File: src/sv/ecr_pkg.sv
package ecr_pkg;

	// Echo lines carried by the input beat; channels above this never toggle.
	localparam int unsigned MAX_LANES = 4;
	localparam int unsigned OUT_DIST_W = 24;

	// Speed of sound in tenths of m/s: base + step * degrees C (rounding folded in).
	localparam logic signed [12:0] SPEED_BASE = 13'sd3315;
	localparam logic signed [12:0] SPEED_STEP = 13'sd6;
	localparam logic [11:0] SPEED_RESET = 12'd3435;

	// Reciprocals of 5, each exact over the range of its operand.
	// x[28:0] / 5 = (x * RECIP_A) >> 31
	localparam logic [28:0] RECIP_A = 29'd429496730;
	// x[17:0] / 5 = (x * RECIP_B) >> 20
	localparam logic [17:0] RECIP_B = 18'd209716;
	// x[20:0] / 5 = (x * RECIP_C) >> 23
	localparam logic [20:0] RECIP_C = 21'd1677722;

	typedef struct packed {
		logic [3:0]  echo_levels;
		logic [31:0] now_ticks;
	} in_beat_t;

	typedef struct packed {
		logic [23:0] distance_zero;
		logic [23:0] distance_one;
		logic [23:0] distance_two;
		logic [23:0] distance_three;
		logic [3:0]  updated_mask;
	} out_beat_t;

	typedef struct packed {
		logic                 valid;
		logic [MAX_LANES-1:0] fall;
	} front_ctl_t;

endpackage

File: src/sv/ecr_front.sv
module ecr_front import ecr_pkg::*; #(
	parameter int unsigned LANES = 4
) (
	input  logic        clk,
	input  logic        arst_n,
	input  logic        en,
	input  logic        in_valid,
	input  in_beat_t    in_data,
	output front_ctl_t  ctl_s2,
	output logic [31:0] width_s2 [LANES]
);

	logic              v_s1;
	logic [3:0]        levels_s1;
	logic [31:0]       now_s1;
	logic [LANES-1:0]  prev_q;
	logic [31:0]       rise_q [LANES];
	logic [LANES-1:0]  rise;
	logic [LANES-1:0]  fall;
	logic [31:0]       width [LANES];

	// Input register.
	always_ff @(posedge clk or negedge arst_n) begin
		if (!arst_n) begin
			v_s1 <= 1'b0;
		end else if (en) begin
			v_s1 <= in_valid;
		end
	end

	always_ff @(posedge clk) begin
		if (en) begin
			levels_s1 <= in_data.echo_levels;
			now_s1    <= in_data.now_ticks;
		end
	end

	// Edge detect and pulse width against the stored rise time.
	always_comb begin
		for (int i = 0; i < LANES; i++) begin
			rise[i]  = levels_s1[i] & ~prev_q[i];
			fall[i]  = ~levels_s1[i] & prev_q[i];
			width[i] = now_s1 - rise_q[i];
		end
	end

	always_ff @(posedge clk or negedge arst_n) begin
		if (!arst_n) begin
			prev_q <= '0;
			for (int i = 0; i < LANES; i++) begin
				rise_q[i] <= '0;
			end
		end else if (en && v_s1) begin
			prev_q <= levels_s1[LANES-1:0];
			for (int i = 0; i < LANES; i++) begin
				if (rise[i]) begin
					rise_q[i] <= now_s1;
				end
			end
		end
	end

	always_ff @(posedge clk or negedge arst_n) begin
		if (!arst_n) begin
			ctl_s2 <= '0;
		end else if (en) begin
			ctl_s2.valid <= v_s1;
			ctl_s2.fall  <= MAX_LANES'(fall & {LANES{v_s1}});
		end
	end

	always_ff @(posedge clk) begin
		if (en) begin
			for (int i = 0; i < LANES; i++) begin
				width_s2[i] <= width[i];
			end
		end
	end

endmodule

File: config.mk
export PLATFORM = sky130hd
export DESIGN_NAME = ecr_front
export DESIGN_NICKNAME = d
export VERILOG_FILES = /design/src/sv/ecr_pkg.sv /design/src/sv/ecr_front.sv
export SDC_FILE = /design/constraint.sdc
export NUM_CORES = 1
export LEC_CHECK = 0
export BUFFER_PORTS_ARGS = -buffer_cell sky130_fd_sc_hd__buf_4
export CAP_MARGIN = 20
export CORE_MARGIN = 10
export CORE_UTILIZATION = 54
export DETAILED_ROUTE_END_ITERATION = 8
export PLACE_DENSITY = 0.84
export SLEW_MARGIN = 20
export SYNTH_ARGS = -nofsm -noshare
export SYNTH_HDL_FRONTEND = slang
export SYNTH_SLANG_ARGS = --single-unit
File: constraint.sdc
create_clock -name clk -period 4.1 [get_ports clk]
set_clock_uncertainty 0.05 [all_clocks]
set_input_delay 0.82 -clock clk [delete_from_list [all_inputs] [get_ports clk]]
set_output_delay 0.82 -clock clk [all_outputs]
set_load 0.02 [all_outputs]
After elaboration in Yosys (flattened, before gate mapping)
Cells that the tools add are included.
W data, S select, Z words.
- add/subtract/negate cells: 4
- $mul: 0
- divide/modulo/power cells: 0
- $lt $le $gt $ge: 0
- equal/unequal tests: 0
- shift operators: 0
- mux-type cells: 0
- bitwise gates (word level): 17
- reductions and logical operators: 5
- operators by type and width (cell ; count):
    $sub A32 B32 Y32 ; 4
    $and A1 B1 Y1 ; 8
    $not A1 Y1 ; 8
    $reduce_and A2 Y1 ; 4
    $and A4 B4 Y4 ; 1
    $logic_and A1 B1 Y1 ; 1
- bits in registers: 302
- bits in latches: 0
- bits in writable memories: 0
- ROM bits: 0
- input port bits: 40
- output and inout port bits: 133
- memories: 0

Longest topological paths before layout
- word-level depth: 3
- depth in mapped cells: 11

Least setup slack after synthesis
No wires, ideal clock.
- path type: reg-to-reg
- from: reg now_s1[1]
- to: reg width_s2[62] in the netlist's numbering, data pin
- setup time: 0.259 ns
- data arrival time: 2.636 ns
- required time: 3.791 ns
- path slack: 1.155 ns
- stages on the path, launching flop included: 11
- path buffers: 0
- clock period less this slack: 2.945 ns
- cells stage by stage: edfxtp_1 -> inv_1 -> fa_1 -> nand2b_1 -> a211oi_2 -> a211oi_2 -> o41ai_4 -> a31oi_2 -> o21ai_2 -> a41oi_1 -> xnor2_1
- RTL lines (element ; line ; source):
    start: declaration ; ecr_front.sv:15 ; logic [31:0] now_s1;
    start signal: assignment ; ecr_front.sv:34 ; now_s1 <= in_data.now_ticks;
    end signal: indexed assignment ; ecr_front.sv:75 ; width_s2[i] <= width[i];
    end: declaration ; ecr_front.sv:10 ; output logic [31:0] width_s2 [LANES]

==> results.py <==
metrics = {
    "sta": {
        "finalCritPeriodShare_pct": 81.8,
        "achievable-frequency_mhz": 298,
        "slew_headroom_pct": 39.4,
        "final-max-slew-violation-count": 0,
        "tns_ps": 0,
        "setup_viol": 0,
        "grt_setup_unrepaired": "false",
        "min_period_ps": 3360,
        "hold_viol": 0,
        "worstMarginPinSlew_ps": 909,
        "holdWs_ps": 345,
    },
    "synth": {
        "syn_nets": 1691,
        "netlist.area_leader.share_pct": 28.8,
        "ys_seq_area_share_pct": 49.0,
        "synth_seq_cells": 302,
        "synthesis.instances": 1523,
        "synth_ff_type": "edfxtp_1",
        "synth_area_leader_cell": "edfxtp_1",
        "ys_async_sr_fraction_pct": 45.7,
        "ys_top_cells_by_area": "edfxtp_1 (29%), dfrtp_1 (20%), ha_1 (9.1%)",
        "syn_area_mm2": 0.0171,
        "ys_warn_count": 0,
        "synth.distinct_cells": 73,
        "syn_avg_cell_area_um2": 11.2,
        "synth_edf_count": 164,
    },
    "final_layout": {
        "final_cell_mix": "buf_4 (175), edfxtp_1 (164), inv_1 (163), dfrtp_1 (138), mux2_2 (127)",
        "diodes": 0,
        "fin_util_pct": 63.6,
        "multi_input_area_mm2": 0.00797,
        "nNetsFinal": 1873,
        "drive_above_1_share_pct": 21.9,
        "area_growth_pct": 16.8,
        "register_area_mm2": 0.00838,
        "nFillCells": 2468,
        "final_common_cell": "buf_4",
    },
    "floorplanning": {
        "core_region_area_mm2": 0.0314,
        "ios": 173,
        "row_count": 65,
        "die_x_um": 198,
        "die_h_um": 198,
        "dieArea_mm2": 0.0392,
        "start_util_pct": 54.4,
    },
    "setup_path": {
        "crit_cells": 10,
        "crit_family": "compound AO/OA/AOI/OAI gates",
        "crit_fanout": 8,
        "cpMaxStageDelayCell": "fa_1",
        "ff2ff_setup_slack_ps": 740,
        "critPathMaxStageDelay_ps": 520,
        "crit_path_end": "width_s2[62]",
        "timing.rr.start": "now_s1[1]",
        "timing.critical_path.buf_inv": 1,
        "crit_required_ps": 4310,
        "r2r_cells": 10,
        "worstSetupPathType": "flip-flop to flip-flop",
        "critical_path.startpoint": "now_s1[1]",
        "worstSetupEndpointType": "flip-flop",
        "startpoint_type": "flip-flop",
        "timing.rr.end": "width_s2[62]",
        "worst_path_most_repeated_cell": "a211oi_2",
        "crit_arrival_ps": 3570,
        "crit_path_cell_trace": "inv_1, fa_1, nand2b_1, a211oi_2, a211oi_2, o41ai_4, a31oi_2, o21ai_2, a41oi_1, xnor2_1",
    },
    "routing": {
        "vias": 12175,
        "vias_per_cell": 5.71,
        "dr.pass1.iters": 6,
        "drt_iter0_drc": 763,
        "wl_per_cell_um": 18.5,
        "post-route-drc-count": 0,
        "antenna_left": 0,
        "routed_wl_um": 39400,
    },
    "global_route": {
        "grt_pass1_wl_um": 62800,
        "grt.total_usage_pct": 19.8,
        "grt_pass1_vias": 12197,
        "grt_remaining_overflow": 0,
        "grt_max_degree": 123,
        "grt_antenna_before_repair": 0,
    },
    "cts": {
        "ctsResizeCount": 0,
        "cts_setup_buffers": 0,
        "tritoncts": "yes",
        "numClockSinks": 302,
        "ctsLongestPathBuffers": 3,
        "numCtsBuffers": 34,
        "hold_buffers": 0,
        "cts_root_buf": "clkbuf_16",
        "clk_latency_ps": 520,
        "clk_pin_slew_ps": 60,
        "cts_max_level": 2,
    },
    "pwr": {
        "irDropWorstVdd_mv": 0.375,
        "powerDensity_mw_per_mm2": 799,
        "p_total_w": 0.0159,
        "leakagePower_nw": 8.94,
    },
    "min_path": {
        "hp-class": "input port to async pin",
    },
    "run": {
        "drv_cap": 0,
    },
    "placed_design": {
        "port_buffers": 172,
        "place.gp.congestion": 0.904,
        "place.detailed.hpwl_um": 29700,
    },
    "outcome": {
        "status": "complete, no violations",
    },
}
[logic make-up after synthesis]
kind of cell / share of synthesized area (%)
xor gates and xnor gates: 5.48
adders and majority gates: 9.55
DFF: 49.0
AOI/OAI and AO/OA: 14.7
muxes: 8.43
and+or+nand+nor: 8.52
buffers and inverters: 4.33
[through the flow]
stage	area (um^2)	setup slack (ps)	std cells
2_1_floorplan	17100	1150	1523
3_3_place_gp	18800	846	2071
3_5_place_dp	18800	761	2071
4_1_cts	20000	726	2133
5_1_grt	20000	503	2133
6_report	20000	744	2133
[cells in the mapped netlist, types with 7 or more instances]
library cell / number
ha_1: 124
dfrtp_1: 138
clkbuf_1: 29
o21a_1: 12
o21bai_1: 13
mux2_2: 127
xnor2_1: 71
a31oi_1: 12
nand2_1: 85
nand4_1: 18
nor3_1: 11
nand3b_1: 7
inv_1: 163
xor2_1: 36
o211ai_1: 14
and3_1: 12
nand3_1: 27
a211oi_1: 9
o2111ai_1: 10
nand2b_1: 22
nor2_1: 69
nor2b_1: 16
o21ai_0: 55
a21o_1: 65
edfxtp_1: 164
a21oi_1: 107
[power by group]
part	switching, W	leakage [nW]	internal (W)
clock network	0.00119	0.528	0.00183
logic	0.00437	5.15	0.00326
registers	0.000557	3.26	0.00473
total	0.00611	8.94	0.00982
[worst min-delay path by stage]
stage,to,slack [ps],depth (start not counted)
CTS,rise_q[127],400,1
global placement,rise_q[96],420,2
detailed placement,rise_q[32],430,2
global route,now_s1[23],410,1
finish,rise_q[127],350,1
floorplan,rise_q[0],400,2
[flip-flops by register name, indices dropped and copies added, names as in the netlist]
signal and count:
rise_q 128, width_s2 128, now_s1 32, ctl_s2 5, levels_s1 4, prev_q 4, v_s1 1
[area by class of cell]
class	count	area share [%]
Clock buffer	53	5.09
Multi-Input combinational cell	1025	39.9
Inverter	163	3.07
Timing Repair Buffer	179	6.90
Tap cell	402	2.52
Clock inverter	9	0.489
Sequential cell	302	42.0
[metal layers]
metal / part of all wire [%] / track usage (%)
met1: 44 / 25.6
met2: 47 / 32.6
met3: 6.1 / 3.92
met4: 3.0 / 6.78
met5: 0 / 0
Note: power is estimated with default switching activity, not from simulation.
